$ cat src/hw/rtl/sbc_pkg.sv
// ----------------------------------------------------------------------------
// sbc_pkg
// Types, constants and the commutation step table shared by the sensorless
// BLDC commutator.
// ----------------------------------------------------------------------------
package sbc_pkg;

    localparam int TIMER_WIDTH_DEF = 16;

    localparam logic [7:0]  TEST_PULSE      = 8'd100;
    localparam logic [15:0] STARTUP_MARGIN  = 16'd1000;
    localparam logic [1:0]  MISS_LIMIT      = 2'd2;
    localparam logic [15:0] REF_PERIOD_RST  = 16'd2000;
    localparam logic [7:0]  POWER_CEIL_RST  = 8'd150;
    localparam logic [15:0] DEADLINE_RST    = 16'hFFFF;
    localparam logic [7:0]  POWER_RST       = 8'd1;

    localparam int IN_DATA_W  = 24;
    localparam int OUT_DATA_W = 64;
    localparam int CFG_DATA_W = 16;

    typedef enum logic [2:0] {
        MODE_NONE         = 3'd0,
        MODE_AFTER_CROSS  = 3'd1,
        MODE_AFTER_SWITCH = 3'd2,
        MODE_WAIT_CONV    = 3'd3,
        MODE_PAUSE        = 3'd4,
        MODE_WAIT_CROSS   = 3'd5,
        MODE_TEST         = 3'd6
    } mode_t;

    typedef enum logic [1:0] {
        EV_DEADLINE = 2'd0,
        EV_CHECK    = 2'd1,
        EV_CONV     = 2'd2,
        EV_CROSS    = 2'd3
    } kind_t;

    typedef enum logic [1:0] {
        CFG_REF_PERIOD = 2'd0,
        CFG_POWER_CEIL = 2'd1,
        CFG_START_TEST = 2'd2
    } cfg_idx_t;

    typedef struct packed {
        mode_t       mode;
        logic [2:0]  step;
        logic [2:0]  high_legs;
        logic [2:0]  low_legs;
        logic [1:0]  sense_sel;
        logic        edge_sel;
        logic [7:0]  power;
        logic [1:0]  miss_count;
        logic [15:0] deadline;
        logic [15:0] speed_avg;
        logic        led;
    } state_t;

    localparam state_t STATE_RST = '{
        mode:       MODE_TEST,
        step:       3'd0,
        high_legs:  3'd0,
        low_legs:   3'd0,
        sense_sel:  2'd0,
        edge_sel:   1'b1,
        power:      POWER_RST,
        miss_count: 2'd0,
        deadline:   DEADLINE_RST,
        speed_avg:  16'd0,
        led:        1'b0
    };

    typedef struct packed {
        logic [2:0]  phase_step;
        logic [2:0]  high_leg_mask;
        logic [2:0]  low_leg_mask;
        logic [7:0]  pulse_width;
        logic [1:0]  sense_channel;
        logic        rising_edge;
        logic [15:0] deadline;
        logic        restart_timer;
        logic        arm_check;
        logic [15:0] speed_estimate;
        logic        fault_led;
        logic [2:0]  mode;
    } result_t;

    typedef struct packed {
        logic [2:0] next_step;
        logic [2:0] high_legs;
        logic [2:0] low_legs;
        logic [1:0] sense_sel;
        logic       edge_sel;
    } step_entry_t;

    // Bridge pattern per step; legs U=1, V=2, W=4. Unused steps behave as step 0.
    function automatic step_entry_t step_entry(input logic [2:0] step);
        step_entry_t e;
        unique case (step)
            3'd1:    e = '{3'd2, 3'd1, 3'd4, 2'd1, 1'b0};
            3'd2:    e = '{3'd3, 3'd2, 3'd4, 2'd0, 1'b1};
            3'd3:    e = '{3'd4, 3'd2, 3'd1, 2'd2, 1'b0};
            3'd4:    e = '{3'd5, 3'd4, 3'd1, 2'd1, 1'b1};
            3'd5:    e = '{3'd0, 3'd4, 3'd2, 2'd0, 1'b0};
            default: e = '{3'd1, 3'd1, 3'd2, 2'd2, 1'b1};
        endcase
        return e;
    endfunction

endpackage

$ cat src/hw/rtl/sbc_event_logic.sv
// ----------------------------------------------------------------------------
// sbc_event_logic
// Next-state and result logic for one timing event: commutation, pulse
// scheduling, zero-cross deadline and power adjust, speed filter.
// ----------------------------------------------------------------------------
module sbc_event_logic #(
    parameter int TIMER_WIDTH = sbc_pkg::TIMER_WIDTH_DEF
) (
    input  sbc_pkg::state_t  cur,
    input  logic [15:0]      ref_period,
    input  logic [7:0]       power_ceiling,
    input  sbc_pkg::kind_t   kind,
    input  logic [15:0]      elapsed_ticks,
    input  logic             timer_wrapped,
    output sbc_pkg::state_t  nxt,
    output sbc_pkg::result_t result
);

    // sums wrap at the timer width, then land in 16 bits
    localparam logic [16:0] SUM_MASK = (TIMER_WIDTH >= 17) ? 17'h1FFFF :
                                       17'((33'd1 << TIMER_WIDTH) - 33'd1);

    sbc_pkg::step_entry_t ent;
    sbc_pkg::state_t      upd;
    logic [15:0] t;
    logic [15:0] thr;
    logic [15:0] half;
    logic [16:0] sum_margin;
    logic [16:0] sum_double;
    logic [18:0] avg_x7;
    logic [18:0] avg_sum;
    logic [7:0]  pulse;
    logic        restart;
    logic        arm;
    logic        commutate;

    assign ent        = sbc_pkg::step_entry(cur.step);
    assign t          = timer_wrapped ? 16'd0 : elapsed_ticks;
    assign thr        = ref_period - sbc_pkg::STARTUP_MARGIN;
    assign half       = ref_period >> 1;
    assign sum_margin = ({1'b0, t} + {1'b0, sbc_pkg::STARTUP_MARGIN}) & SUM_MASK;
    assign sum_double = ({1'b0, t} + {1'b0, t}) & SUM_MASK;

    always_comb
    begin
        upd       = cur;
        pulse     = 8'd0;
        restart   = 1'b0;
        arm       = 1'b0;
        commutate = 1'b0;
        unique case (kind)
            sbc_pkg::EV_DEADLINE:
            begin
                case (cur.mode)
                    sbc_pkg::MODE_AFTER_CROSS:
                    begin
                        upd.led   = 1'b0;
                        commutate = 1'b1;
                        if (cur.miss_count != 2'd0)
                            upd.miss_count = cur.miss_count - 2'd1;
                    end
                    sbc_pkg::MODE_WAIT_CROSS:
                    begin
                        upd.led = 1'b1;
                        if (cur.miss_count < sbc_pkg::MISS_LIMIT)
                        begin
                            commutate      = 1'b1;
                            upd.miss_count = cur.miss_count + 2'd1;
                        end
                        else if (cur.power != 8'd0)
                            upd.power = cur.power - 8'd1;
                    end
                    sbc_pkg::MODE_TEST:
                    begin
                        commutate = 1'b1;
                        pulse     = sbc_pkg::TEST_PULSE;
                    end
                    default: ;
                endcase
            end
            sbc_pkg::EV_CHECK:
            begin
                case (cur.mode)
                    sbc_pkg::MODE_AFTER_SWITCH:
                    begin
                        pulse    = cur.power;
                        upd.mode = sbc_pkg::MODE_WAIT_CONV;
                    end
                    sbc_pkg::MODE_PAUSE:
                        upd.mode = sbc_pkg::MODE_WAIT_CROSS;
                    default: ;
                endcase
            end
            sbc_pkg::EV_CONV:
            begin
                if (cur.mode == sbc_pkg::MODE_WAIT_CONV)
                begin
                    upd.mode = sbc_pkg::MODE_PAUSE;
                    arm      = 1'b1;
                end
            end
            sbc_pkg::EV_CROSS:
            begin
                if (cur.mode == sbc_pkg::MODE_WAIT_CROSS)
                begin
                    upd.mode = sbc_pkg::MODE_AFTER_CROSS;
                    if (t > thr)
                    begin
                        upd.deadline = sum_margin[15:0];
                        if (cur.power < power_ceiling)
                            upd.power = cur.power + 8'd1;
                    end
                    else if (t > half)
                    begin
                        upd.deadline = ref_period;
                        if (cur.power < power_ceiling)
                            upd.power = cur.power + 8'd1;
                    end
                    else if (t < half)
                    begin
                        upd.deadline = sum_double[15:0];
                        if (cur.power != 8'd0)
                            upd.power = cur.power - 8'd1;
                    end
                end
            end
        endcase

        if (commutate)
        begin
            upd.step      = ent.next_step;
            upd.high_legs = ent.high_legs;
            upd.low_legs  = ent.low_legs;
            upd.sense_sel = ent.sense_sel;
            upd.edge_sel  = ent.edge_sel;
            restart       = 1'b1;
            // test mode stays put and fires no check
            if (cur.mode != sbc_pkg::MODE_TEST)
            begin
                upd.mode = sbc_pkg::MODE_AFTER_SWITCH;
                arm      = 1'b1;
            end
        end
    end

    // speed filter: (7*avg + deadline) / 8 on the updated deadline, no wrap
    assign avg_x7  = {cur.speed_avg, 3'b000} - {3'b000, cur.speed_avg};
    assign avg_sum = avg_x7 + {3'b000, upd.deadline};

    always_comb
    begin
        nxt = upd;
        if (kind == sbc_pkg::EV_CROSS)
            nxt.speed_avg = avg_sum[18:3];
    end

    always_comb
    begin
        result = '{
            phase_step:     nxt.step,
            high_leg_mask:  nxt.high_legs,
            low_leg_mask:   nxt.low_legs,
            pulse_width:    pulse,
            sense_channel:  nxt.sense_sel,
            rising_edge:    nxt.edge_sel,
            deadline:       nxt.deadline,
            restart_timer:  restart,
            arm_check:      arm,
            speed_estimate: nxt.speed_avg,
            fault_led:      nxt.led,
            mode:           nxt.mode
        };
    end

endmodule

$ cat src/hw/rtl/sbc_out_stage.sv
// ----------------------------------------------------------------------------
// sbc_out_stage
// Result register between the event logic and the output stream; takes a new
// word whenever it is empty or being drained.
// ----------------------------------------------------------------------------
module sbc_out_stage (
    input  logic                              clk,
    input  logic                              rst_n,
    input  logic                              load,
    input  sbc_pkg::result_t                  result,
    output logic                              can_load,
    output logic                              m_tvalid,
    input  logic                              m_tready,
    output logic [sbc_pkg::OUT_DATA_W-1:0]    m_tdata
);

    localparam int RES_W = $bits(sbc_pkg::result_t);

    sbc_pkg::result_t data_reg;
    logic             valid_reg;

    assign can_load = !valid_reg || m_tready;

    always_ff @(posedge clk or negedge rst_n)
    begin
        if (!rst_n)
            valid_reg <= 1'b0;
        else if (load)
            valid_reg <= 1'b1;
        else if (m_tready)
            valid_reg <= 1'b0;
    end

    always_ff @(posedge clk)
    begin
        if (load)
            data_reg <= result;
    end

    assign m_tvalid = valid_reg;
    assign m_tdata  = {
        {(sbc_pkg::OUT_DATA_W - RES_W){1'b0}},
        data_reg.mode,
        data_reg.fault_led,
        data_reg.speed_estimate,
        data_reg.arm_check,
        data_reg.restart_timer,
        data_reg.deadline,
        data_reg.rising_edge,
        data_reg.sense_channel,
        data_reg.pulse_width,
        data_reg.low_leg_mask,
        data_reg.high_leg_mask,
        data_reg.phase_step
    };

endmodule

$ cat src/hw/rtl/sensorless_bldc_commutator_core.sv
// ----------------------------------------------------------------------------
// sensorless_bldc_commutator_core
// Six-step sensorless BLDC commutation sequencer driven by timing events.
// ----------------------------------------------------------------------------
// Takes one event word per clock: each accepted word updates the commutation
// state at once and its result word is valid on the master side the next
// cycle, so a word may follow every cycle. The single result register sets
// that rate; s_tready follows m_tready combinationally when that register is
// full. Configuration writes are taken every cycle; a write to the start mode
// register also reloads the mode (test or waiting for zero cross).
module sensorless_bldc_commutator_core #(
    parameter int TIMER_WIDTH = sbc_pkg::TIMER_WIDTH_DEF
) (
    input  logic                               clk,
    input  logic                               rst_n,

    input  logic                               s_tvalid,
    output logic                               s_tready,
    input  logic [sbc_pkg::IN_DATA_W-1:0]      s_tdata,   // elapsed_ticks, timer_wrapped
    input  logic [1:0]                         s_tuser,   // kind

    output logic                               m_tvalid,
    input  logic                               m_tready,
    // phase_step, high_leg_mask, low_leg_mask, pulse_width, sense_channel,
    // rising_edge, deadline, restart_timer, arm_check, speed_estimate,
    // fault_led, mode
    output logic [sbc_pkg::OUT_DATA_W-1:0]     m_tdata,

    input  logic                               cfg_valid,
    output logic                               cfg_ready,
    input  logic [1:0]                         cfg_index,
    input  logic [sbc_pkg::CFG_DATA_W-1:0]     cfg_data
);

    sbc_pkg::state_t  state_reg;
    sbc_pkg::state_t  state_next;
    sbc_pkg::state_t  event_state;
    sbc_pkg::result_t result;
    logic [15:0]      ref_period_reg;
    logic [7:0]       power_ceiling_reg;
    logic             accept;
    logic             can_load;
    logic             cfg_write;

    assign s_tready  = can_load;
    assign accept    = s_tvalid && can_load;
    assign cfg_ready = 1'b1;
    assign cfg_write = cfg_valid;

    sbc_event_logic #(
        .TIMER_WIDTH (TIMER_WIDTH)
    ) u_event (
        .cur           (state_reg),
        .ref_period    (ref_period_reg),
        .power_ceiling (power_ceiling_reg),
        .kind          (sbc_pkg::kind_t'(s_tuser)),
        .elapsed_ticks (s_tdata[15:0]),
        .timer_wrapped (s_tdata[16]),
        .nxt           (event_state),
        .result        (result)
    );

    sbc_out_stage u_out (
        .clk      (clk),
        .rst_n    (rst_n),
        .load     (accept),
        .result   (result),
        .can_load (can_load),
        .m_tvalid (m_tvalid),
        .m_tready (m_tready),
        .m_tdata  (m_tdata)
    );

    // a start mode write reloads the mode on top of any event update
    always_comb
    begin
        state_next = accept ? event_state : state_reg;
        if (cfg_write && (sbc_pkg::cfg_idx_t'(cfg_index) == sbc_pkg::CFG_START_TEST))
            state_next.mode = cfg_data[0] ? sbc_pkg::MODE_TEST : sbc_pkg::MODE_WAIT_CROSS;
    end

    always_ff @(posedge clk or negedge rst_n)
    begin
        if (!rst_n)
        begin
            state_reg         <= sbc_pkg::STATE_RST;
            ref_period_reg    <= sbc_pkg::REF_PERIOD_RST;
            power_ceiling_reg <= sbc_pkg::POWER_CEIL_RST;
        end
        else
        begin
            state_reg <= state_next;
            if (cfg_write)
            begin
                unique case (sbc_pkg::cfg_idx_t'(cfg_index))
                    sbc_pkg::CFG_REF_PERIOD: ref_period_reg    <= cfg_data[15:0];
                    sbc_pkg::CFG_POWER_CEIL: power_ceiling_reg <= cfg_data[7:0];
                    default: ;
                endcase
            end
        end
    end

endmodule

$ cat config.mk
export PLATFORM = sky130hd
export DESIGN_NAME = sensorless_bldc_commutator_core
export DESIGN_NICKNAME = d
export VERILOG_FILES = /design/src/hw/rtl/sbc_pkg.sv /design/src/hw/rtl/sbc_event_logic.sv /design/src/hw/rtl/sbc_out_stage.sv /design/src/hw/rtl/sensorless_bldc_commutator_core.sv
export SDC_FILE = /design/constraint.sdc
export NUM_CORES = 1
export LEC_CHECK = 0
export ABC_CLOCK_PERIOD_IN_PS = 5850
export BUFFER_PORTS_ARGS = -buffer_cell sky130_fd_sc_hd__buf_2
export CAP_MARGIN = 20
export CORE_ASPECT_RATIO = 0.6
export CORE_MARGIN = 2
export CORE_UTILIZATION = 30
export CTS_CLUSTER_SIZE = 40
export DETAILED_ROUTE_END_ITERATION = 10
export PLACE_DENSITY = 0.47
export RECOVER_POWER = 50
export SYNTH_ARGS = -nofsm -noshare
export SYNTH_HDL_FRONTEND = slang
export SYNTH_SLANG_ARGS = --single-unit
$ cat constraint.sdc
create_clock -name clk -period 5.85 [get_ports clk]
set_input_delay 1.755 -clock clk [delete_from_list [all_inputs] [get_ports clk]]
set_output_delay 1.755 -clock clk [all_outputs]
set_load 0.05 [all_outputs]
==> reports/metrics.sh, run 1 <==
LAYOUT.CELLS.MOST_COMMON='buf_4'
POWER.IR.VDD_WORST_uV=315
ASYNCSETRESETFLOPFRACSYNTH_PCT=58.9
CELLLEAKAGEPOWER_uW=0.00598
CLK_LAT_WORST_SKEW_NS=0.44
STATUS='finished with violations'
GRT_FIRST_PASS_WIRELENGTH_UM=44900
GRT_ANTENNA_BEFORE_REPAIR=0
DRT_FIRST_ITER_VIOLATIONS=470
POST-ROUTE-MIN-PERIOD_NS=6.48
DETAIL-ROUTE-ANTENNA-NETS=0
SYNTH_AREA_SQ_UM=9520
CHIPHEIGHT_UM=142
FAILED_CHECKS='capacitance limit, slew limit, setup timing'
TRITONCTS_NUM_SINKS=141
SYNTH_ENABLE_FLOP_CELLS=58
YOSYS.AREA_SHARE.XOR_XNOR_PCT=3.31
CTS.HTREE.LEVELS=4
CRITPATHREQUIREDTIME_NS=6.03
SLEW_VIOL_FINAL=109
CTS.PATH.MAX_BUFFERS=2
HPWLAFTERDP_UM=20800
SYNTH-SEQ-AREA-SHARE_PCT=40.5
SYNTH_SIMPLE_GATE_AREA_SHARE_PCT=16.1
NUM_ANTENNA_CELLS=0
WORSTSETUPPATHTYPE='input pin to register'
STDCELL_AREA_SQ_UM=13300
VIAS=8255
PRE_CTS_SLACK_NS=-1.34
YS.FLOP_TYPE='edfxtp_1'
MAX_CAP_VIOL_COUNT=2
SYNTH.FF_LATCH_COUNT=141
SYNTH_AREA_IN_COMPOUND_GATES_PCT=16.3
FINISH.CELL_COUNT_WITHOUT_FILLERS=1729
IO_BUFFER_COUNT=101
SYNTH_TOP_FAMILY_BY_AREA='compound AO/OA/AOI/OAI gates'
DRT-PASS1-ITER-COUNT=5
CRIT_START='s_tdata[16]'
PLACE_CONGESTION=0.844
ACHIEVABLE-FREQUENCY_GHz=0.154
FINALCRITPERIODSHARE_PCT=111
CRIT_ARRIVAL_NS=6.66
YS_TYPES=74
SYNTH_TOP_CELL_BY_AREA='edfxtp_1'
NUM_IO_PINS=116
CP-START-KIND='input pin'
DPL-INSTANCE-AREA_SQ_UM=11700
HOLDWS_NS=0.458
YOSYSTOPAREACELLSHARE_PCT=18.3
FLOORPLAN.CORE_AREA_SQ_UM=31200
LARGEST_NET_DEGREE_AT_THE_START_OF_GLOBAL_ROUTING=59
DRT_DRC_VIOLATIONS_LEFT=0
NUMBER_OF_PLACED_CELLS_COUNTING_WELL_TAPS=1668
POSTSYNTHCELLCOUNT=1037
SYNTHMUXAREASHARE_PCT=5.48
FIRST_GLOBAL_VIAS=8117
GRT_SETUP_UNREPAIRED='true'
WORST_CLOCK_SKEW_NS=0.0115
HP-CLASS='register to register'
FINAL_LAYOUT_SIZE_SUFFIX_GT1_SHARE_PCT=37.6
FINAL_LAYOUT_FILL_CELL_COUNT=3124
WORST-SLEW-PIN-TRANSITION_NS=3.54
FP.DIEAREA_SQ_UM=33200
FLOORPLAN.INITIALDENSITY_PCT=30.5
SYNTH_ADDER_AREA_SHARE_PCT=11.8
AREA_GROWTH_PCT=39.4
GRT_UTIL_ALL_LAYERS_PCT=17.5
SYN_AREA_PER_CELL_SQ_UM=9.18
CLK_ROOT_BUFFER_CELL='clkbuf_16'
OVERFLOW=0
CORE.ROWCOUNT=50
TIMING.RR.START='ref_period_reg[7]'
DIE_WIDTH_UM=234
FINALSETUPVIOLATIONS=26
CLOCK_TREE_FROM_TRITONCTS='yes'
WORST_SLACK_NS=-0.630
CRITICAL_PATH_PEAK_FANOUT=8
YS.WARNINGS.COUNT=0
TIMING.CRITICAL_PATH.TO_TYPE='register'
HOLDCRITSTARTPOINT='state_reg[43]'
NETS=1431
POWER-PER-CELL-AREA_nW_PER_UM2=613
PATH_CLK_SLEW_NS=0.06
MOSTFREQUENTLAYOUTCELLS='buf_4, nand2_1, inv_1'
FINAL_HOLD_VIOL_COUNT=0
MAX_SLEW_HEADROOM_AT_THE_WORST_PIN_PCT=-136
DETAIL_ROUTE.WL_PER_CELL_UM=16.2
VIA_PER_INST=4.77
NETLIST_TOP_CELLS_AREA='edfxtp_1, dfrtp_1, ha_1'
FINAL_UTIL_PCT=42.5
POSTROUTEWIRELENGTH_UM=27900
NUMCTSBUFFERS=17
-- synth_stat cells (all sizes together), types with 15 or more instances --
cell type / instances
nand2: 162
dfstp: 30
ha: 69
nor2: 50
xnor2: 27
nand3: 15
nor2b: 17
dfrtp: 53
mux2i: 15
o21ai: 92
a21oi: 59
inv: 102
buf: 17
nor3: 22
mux2: 33
clkbuf: 32
edfxtp: 58
-- routing by layer --
metal,wire length (um),up-vias,GRT usage (%)
met5,0,-,0
met1,15100,3960,27.2
met3,1140,14,3.65
met2,11500,134,24.8
li1,-,4147,-
met4,211,0,3.53
-- critical path, cell delays in order --
cell and delay (ns):
buf_12 0.12, buf_12 0.14, nor2b_4 0.16, ha_4 0.22, nor2b_4 0.12, o211ai_1 0.26
a21oi_4 0.10, nor4b_4 0.35, or2_4 0.22, o211ai_1 0.12, a21oi_2 0.15, a21oi_2 0.06
fa_1 0.56, inv_2 0.05, ha_4 0.24, a21o_1 0.16, a21o_1 0.18, a21oi_2 0.16
o21ai_2 0.09, or3_4 0.40, nor3_4 0.19, buf_6 0.15, o41ai_4 0.08, a21o_1 0.21
a211oi_2 0.28, o31ai_1 0.12
-- through the flow --
stage          power [uW]  setup TNS (ns)
2_1_floorplan        4460           -8.02
3_3_place_gp         5970          -26.54
3_5_place_dp         6020          -27.72
4_1_cts              7710           -7.01
5_1_grt              8780          -14.52
6_report             8130           -9.61
-- logic make-up after synthesis --
family	Yosys count
simple gates	323
xor+xnor	36
other cells	2
fa+ha+maj	82
buf+inv	153
flops	141
compound gates	252
mux	48
-- power breakdown --
group / total (uW) / switching (uW) / internal (uW)
combinational: 5350 / 2780 / 2570
clock: 1060 / 471 / 591
sequential: 1720 / 279 / 1440
-- what timing repair did --
action	4_1_cts	5_1_grt
setup buffers	22	10
cloned	2	0
setup endpoints to repair	26	28
hold buffers	0	0
gates resized for setup	97	54
pin swaps	49	39
-- final timing paths --
check,to,slack [ns],depth (start not counted)
worst max-delay path,u_out.m_tdata[51],-0.63,26
worst min-delay path,state_reg[43],0.46,2
worst max register to register,u_out.m_tdata[51],-0.45,32
worst min register to register,state_reg[43],0.46,2
max in group asynchronous,ref_period_reg[15],1.20,2
min in group asynchronous,state_reg[42],2.50,1
-- area by class of cell --
class | count | area, sq um | share of cell area [%]
Multi-Input combinational cell | 749 | 5900 | 44.5
Sequential cell | 141 | 3860 | 29.1
Timing Repair Buffer | 287 | 2020 | 15.3
Tap cell | 416 | 520 | 3.92
Clock buffer | 17 | 425 | 3.21
Inverter | 104 | 394 | 2.97
Clock inverter | 15 | 136 | 1.03
(Power assumes the default switching activity.)
==> run 2: changes to the inputs <==
Settings changed: SYNTH_HIERARCHICAL set to 1.
==> reports/metrics.sh, run 2 <==
DETAIL_ROUTE.WL_PER_CELL_UM=17.3  # +6.8%
MAX_SLEW_HEADROOM_AT_THE_WORST_PIN_PCT=-128  # +8.3 points
CRIT_ARRIVAL_NS=6.56  # -0.10 ns
OVERFLOW=0  # unchanged
FINALSETUPVIOLATIONS=25  # -3.8%
SYNTH_ENABLE_FLOP_CELLS=58  # unchanged
GRT_ANTENNA_BEFORE_REPAIR=3  # +3
SLOWEST_DELAY_NS=0.58  # +0.02 ns
LARGEST_NET_DEGREE_AT_THE_START_OF_GLOBAL_ROUTING=56  # -5.1%
YS.FLOP_TYPE='edfxtp_1'
TRITONCTS_NUM_SINKS=141  # unchanged
CTS_HOLD_REPAIR.BUFFERS=0  # unchanged
CORE.ROWCOUNT=52  # +4.0%
HP-CLASS='register to register'
DRT_DRC_VIOLATIONS_LEFT=0  # unchanged
CRITICAL_PATH_PEAK_FANOUT=5  # -3
WORSTSETUPPATHTYPE='input pin to register'
POWER.IR.VDD_WORST_uV=287  # -8.7%
YOSYSTOPAREACELLSHARE_PCT=16.9  # -1.4 points
POST-ROUTE-MIN-PERIOD_NS=6.23  # -0.250 ns
ASYNCSETRESETFLOPFRACSYNTH_PCT=58.9  # unchanged
DRT-PASS1-ITER-COUNT=5  # unchanged
IO_BUFFER_COUNT=101  # unchanged
YS.WARNINGS.COUNT=6  # +6
POWER-PER-CELL-AREA_nW_PER_UM2=580  # -5.4%
YS_TOP_CELLS_BY_COUNT='inv_1, mux2_2, a21oi_1'
NETLIST_TOP_CELLS_AREA='edfxtp_1, dfrtp_1, mux2_2'
FINAL_LAYOUT_SIZE_SUFFIX_GT1_SHARE_PCT=39.5  # +1.9 points
CRITICAL-PATH-TOP-DELAY-FAMILY='compound AO/OA/AOI/OAI gates'
PLACE_CONGESTION=0.847  # +0.40%
SYNTH_AREA_SQ_UM=10300  # +8.6%
GRT_UTIL_ALL_LAYERS_PCT=16.9  # -0.60 points
CLOCK_TREE_FROM_TRITONCTS='yes'
TIMING.CRITICAL_PATH.TO_TYPE='register'
FLOORPLAN.CORE_AREA_SQ_UM=33800  # +8.4%
VIA_PER_INST=4.81  # +0.66%
STATUS='finished with violations'
CLK_LAT_WORST_SKEW_NS=0.45  # about the same
SYNTH.MOST_COMMON_CELL='inv_1'
AREA_GROWTH_PCT=28.6
SLEW_VIOL_FINAL=70  # -36%
WORST-SLEW-PIN-TRANSITION_NS=3.42  # -0.124 ns
POWER.TOTAL_uW=7710  # -5.2%
SYNTH_TOP_CELL_BY_AREA='edfxtp_1'
PRE_CTS_SLACK_NS=-1.20  # +0.143 ns
SYNTH-SEQ-AREA-SHARE_PCT=37.3  # -3.2 points
CTS.HTREE.LEVELS=4  # unchanged
GRT_SETUP_UNREPAIRED='true'
FIRST_GLOBAL_VIAS=7964  # -1.9%
NUM_IO_PINS=116  # unchanged
MOSTFREQUENTLAYOUTCELLS='buf_4, inv_1, buf_2'
POSTROUTEWIRELENGTH_UM=30100  # +7.9%
VIAS=8396  # +1.7%
CLK_ROOT_BUFFER_CELL='clkbuf_16'
DIE_WIDTH_UM=244  # +4.1%
FLOORPLAN.INITIALDENSITY_PCT=30.5  # +0.055 points
SYN_AREA_PER_CELL_SQ_UM=9.48  # +3.3%
CRITPATHREQUIREDTIME_NS=6.18  # +0.15 ns
CTS.PATH.MAX_BUFFERS=2  # unchanged
FINALCRITPERIODSHARE_PCT=106  # -4.3 points
FP.DIEAREA_SQ_UM=36000  # +8.4%
YS_TYPES=84  # +14%
FINAL_HOLD_VIOL_COUNT=0  # unchanged
PATH_CLK_SLEW_NS=0.07  # about the same
CRIT_SLOWEST_CELL='fa_1'
CELLLEAKAGEPOWER_uW=0.00584  # -2.3%
NUMCTSBUFFERS=17  # unchanged
MAX_CAP_VIOL_COUNT=3  # +1
CP_NUM_BUF_INV=7  # +3
WORST_SLACK_NS=-0.380  # +0.250 ns
FINAL_LAYOUT_FILL_CELL_COUNT=3416  # +9.3%
DETAIL-ROUTE-ANTENNA-NETS=0  # unchanged
HPWLAFTERDP_UM=21900  # +5.2%
DRT_FIRST_ITER_VIOLATIONS=610  # +30%
NETS=1404  # -1.9%
GRT_FIRST_PASS_WIRELENGTH_UM=46600  # +3.8%
LAYOUT.CELLS.MOST_COMMON='buf_4'
ACHIEVABLE-FREQUENCY_GHz=0.161  # +4.0%
POSTSYNTHCELLCOUNT=1090  # +5.1%
SYNTH.FF_LATCH_COUNT=141  # unchanged
CP-START-KIND='input pin'
FAILED_CHECKS='capacitance limit, slew limit, setup timing'
CHIPHEIGHT_UM=148  # +4.1%
WORST_CLOCK_SKEW_NS=0.0115  # +0.0000365 ns
-- run 2: changes by cell type after synthesis, sizes merged, moves of 9 or more --
cell / before / now
mux2i: 15 / 6
nand3: 15 / 26
nor2: 50 / 77
a21oi: 59 / 79
mux2: 33 / 83
buf: 17 / 67
clkbuf: 32 / 41
nand2: 162 / 76
o21ai: 92 / 57
-- run 2: layout make-up --
cell class	instances	area [sq um]	share of cell area (%)
inverter	98	368	2.77
clock inverter	15	125	0.942
antenna	1	2.50	0.0188
tap	459	574	4.32
multi-input combinational	748	6060	45.6
clock buffer	17	425	3.20
timing repair buffer	268	1880	14.1
sequential	141	3860	29.0
-- run 2: through the flow --
step | hold WS, ns | cells | TNS [ns] | util, % | area [sq um]
after floorplan | 0.470 | 1095 | -6.76 | - | 10600
after global placement | 0.479 | 1672 | -24.59 | 35.0 | 11900
after detailed placement | 0.489 | 1672 | -27.15 | 35.0 | 11900
after CTS | 0.506 | 1729 | -2.95 | 38.1 | 12900
after global routing | 0.518 | 1747 | -10.92 | 39.3 | 13300
final | 0.502 | 1747 | -6.42 | 39.3 | 13300
-- run 2: routing by layer --
metal	up-vias	routed length (um)	GRT usage (%)	part of all wire, %
li1	4172	-	-	-
met2	184	11800	22.4	39
met3	33	1340	3.27	4.4
met1	4003	16500	27.2	55
met4	4	430	4.70	1.4
met5	-	27	0	0.090
-- run 2: cells by family after synthesis --
| logic type | share of synthesized area [%] |
|---|---|
| other | 0.0727 |
| buffers and inverters | 10.1 |
| AND/OR/NAND/NOR | 14.5 |
| XOR/XNOR | 2.46 |
| adder cells (fa/ha/maj) | 10.8 |
| multiplexers | 9.63 |
| flip-flops | 37.3 |
| AO/OA/AOI/OAI | 15.2 |
-- run 2: what timing repair did --
item,CTS,global route
pin swaps,31,48
setup buffers,23,19
endpoints found under the setup margin,28,27
cloned,2,0
gates resized for setup,57,61
-- run 2: where the power goes --
part	leakage, uW	switching (uW)	internal [uW]
logic	0.00403	2610	2310
clock network	0.000271	493	556
registers	0.00154	286	1450
-- run 2: worst paths after layout --
check / slack [ns] / end / startpoint / depth (start not counted)
worst min register to register: 0.50 / state_reg[49] / state_reg[49] / 1
max in group asynchronous: 1.20 / power_ceiling_reg[0] / rst_n / 2
worst min-delay path: 0.50 / state_reg[49] / state_reg[49] / 1
worst max-delay path: -0.38 / state_reg[16] / s_tdata[16] / 30
worst max register to register: -0.16 / state_reg[16] / ref_period_reg[7] / 28
min in group asynchronous: 2.48 / state_reg[2] / rst_n / 1
==> run 3: changes to the inputs <==
Settings changed: CTS_CLUSTER_DIAMETER set to 60, MAX_ROUTING_LAYER set to met4.
==> reports/metrics.sh, run 3 (synthesis results as in run 2) <==
FINALCRITPERIODSHARE_PCT=106  # -0.12 points
CHIPHEIGHT_UM=148  # unchanged
WORST_CLOCK_SKEW_NS=0.0122  # +0.000751 ns
CRITICAL-PATH-TOP-DELAY-FAMILY='compound AO/OA/AOI/OAI gates'
MAX_SLEW_HEADROOM_AT_THE_WORST_PIN_PCT=-127  # +0.88 points
FINALSETUPVIOLATIONS=25  # unchanged
FLOORPLAN.CORE_AREA_SQ_UM=33800  # unchanged
TRITONCTS_NUM_SINKS=141  # unchanged
CRIT_ARRIVAL_NS=6.56  # about the same
HP-CLASS='register to register'
CP_NUM_BUF_INV=8  # +1
PATH_CLK_SLEW_NS=0.07  # about the same
WORST_SLACK_NS=-0.373  # +0.00689 ns
CRITPATHREQUIREDTIME_NS=6.18  # about the same
PATH_DEPTH=31  # +3.3%
DIE_WIDTH_UM=244  # unchanged
NETS=1404  # unchanged
CTS.PATH.MAX_BUFFERS=2  # unchanged
AREA_GROWTH_PCT=28.7  # about the same
FIRST_GLOBAL_VIAS=7960  # -0.050%
CP-START-KIND='input pin'
HOLDCRITSTARTPOINT='state_reg[49]'
MOSTFREQUENTLAYOUTCELLS='buf_4, inv_1, buf_2'
PLACE_CONGESTION=0.863  # +1.8%
CRIT_SLOWEST_CELL='fa_1'
POWER.IR.VDD_WORST_uV=287  # about the same
DRT-PASS1-ITER-COUNT=5  # unchanged
IO_BUFFER_COUNT=101  # unchanged
CTS.HTREE.LEVELS=4  # unchanged
GRT_SETUP_UNREPAIRED='true'
CLK_ROOT_BUFFER_CELL='clkbuf_16'
DRT_FIRST_ITER_VIOLATIONS=618  # +1.3%
HPWLAFTERDP_UM=21900  # unchanged
RR_WORST_DEPTH=29  # +3.6%
NUMCTSBUFFERS=17  # unchanged
GRT_ANTENNA_BEFORE_REPAIR=3  # unchanged
OVERFLOW=0  # unchanged
CLOCK_TREE_FROM_TRITONCTS='yes'
DETAIL-ROUTE-ANTENNA-NETS=0  # unchanged
ACHIEVABLE-FREQUENCY_GHz=0.161  # +0.11%
VIAS=8373  # -0.27%
VIA_PER_INST=4.79  # -0.39%
SETUP.REG_TO_REG.WORST_SLACK_NS=-0.15  # about the same
TIMING.RR.START='ref_period_reg[7]'
TIMING.CRITICAL_PATH.TO_TYPE='register'
HOLD-PATH-CELL-COUNT=1  # unchanged
WORSTSETUPPATHTYPE='input pin to register'
FLOORPLAN.INITIALDENSITY_PCT=30.5  # unchanged
NUM_IO_PINS=116  # unchanged
POST-ROUTE-MIN-PERIOD_NS=6.22  # -0.00689 ns
POWER-PER-CELL-AREA_nW_PER_UM2=580  # about the same
CRITICAL_PATH_PEAK_FANOUT=5  # unchanged
DETAIL_ROUTE.WL_PER_CELL_UM=17.2  # -0.26%
SLEW_VIOL_FINAL=105  # +50%
FINAL_UTIL_PCT=39.3  # about the same
LAYOUT.CELLS.MOST_COMMON='buf_4'
GRT_UTIL_ALL_LAYERS_PCT=17.4  # +0.51 points
FP.DIEAREA_SQ_UM=36000  # unchanged
FAILED_CHECKS='capacitance limit, slew limit, setup timing'
FINAL_HOLD_VIOL_COUNT=0  # unchanged
SLOWEST_DELAY_NS=0.58  # about the same
LARGEST_NET_DEGREE_AT_THE_START_OF_GLOBAL_ROUTING=56  # unchanged
MAX_CAP_VIOL_COUNT=3  # unchanged
CRIT-REG2REG-CAPTURE='state_reg[12]'
FINAL_LAYOUT_SIZE_SUFFIX_GT1_SHARE_PCT=39.5  # unchanged
CORE.ROWCOUNT=52  # unchanged
TOTALNEGATIVESETUPSLACK_NS=-6.34  # +0.0806 ns
MIN_TO='state_reg[49]'
WORST-SLEW-PIN-TRANSITION_NS=3.40  # -0.0132 ns
POSTROUTEWIRELENGTH_UM=30100  # -0.15%
CLK_LAT_WORST_SKEW_NS=0.45  # about the same
DRT_DRC_VIOLATIONS_LEFT=0  # unchanged
GRT_FIRST_PASS_WIRELENGTH_UM=46600  # about the same
STATUS='finished with violations'
CELLLEAKAGEPOWER_uW=0.00584  # about the same
[run 3: cell count changes in the layout (fill, tap and decap cells not counted)]
cell / delta
diode_2: +2
[run 3: worst max-delay path by stage]
stage,end,from
finish,state_reg[12],s_tdata[16]
global route,state_reg[9],s_tdata[16]
CTS,state_reg[16],s_tdata[16]
detailed placement,u_out/m_tdata[53],s_tdata[16]
global placement,u_out/m_tdata[53],s_tdata[16]
floorplan,u_out/m_tdata[52],s_tdata[16]
[run 3: report_power, final]
group | internal [uW] | switching [uW] | total, uW | leakage, uW
logic | 2310 | 2610 | 4930 | 0.00403
registers | 1450 | 287 | 1730 | 0.00154
clock network | 556 | 493 | 1050 | 0.000271
total | 4320 | 3390 | 7710 | 0.00584
[run 3: layout make-up]
| cell class | count | area, sq um |
|---|---|---|
| clock inverters | 15 | 125 |
| fillers | 3414 | 20500 |
| diodes | 3 | 7.51 |
| flip-flops and latches | 141 | 3860 |
| clock buffers | 17 | 425 |
| multi-input cells | 748 | 6060 |
| repair buffers | 268 | 1880 |
| well taps | 459 | 574 |
| inverters | 98 | 368 |
[run 3: metal layers]
metal | GRT usage [%] | up-vias | wire length, um
met1 | 27.2 | 4006 | 16500
li1 | - | 4165 | -
met3 | 3.23 | 26 | 1360
met4 | 4.70 | 0 | 395
met5 | - | - | 0
met2 | 22.3 | 176 | 11800
[run 3: worst reg2reg max path: cells and delay by family, from the launching register on]
kind / cells / cell delay, ns
simple gates: 11 / 1.44
flops: 1 / 0.53
fa+ha+maj: 3 / 1.06
xor+xnor: 1 / 0.27
buf+inv: 4 / 0.41
compound gates: 9 / 1.93
mux: 1 / 0.27
[run 3: through the flow]
| stage | cell area, sq um | cells | power (uW) | hold slack [ns] | worst slack (ns) |
|---|---|---|---|---|---|
| floorplan | 10600 | 1095 | 4760 | 0.470 | -0.413 |
| global placement | 11900 | 1672 | 5830 | 0.479 | -1.14 |
| detailed placement | 11900 | 1672 | 5890 | 0.489 | -1.20 |
| CTS | 12900 | 1729 | 7290 | 0.506 | -0.258 |
| global route | 13300 | 1749 | 8320 | 0.518 | -0.585 |
| finish | 13300 | 1749 | 7710 | 0.503 | -0.373 |
[run 3: what timing repair did]
item | 4_1_cts | 5_1_grt
pin swaps | 31 | 48
hold buffers | 0 | 0
gates cloned | 2 | 0
resized for setup | 57 | 61
endpoints found under the hold margin | 0 | 0
setup buffers | 23 | 19
endpoints found under the setup margin | 28 | 27
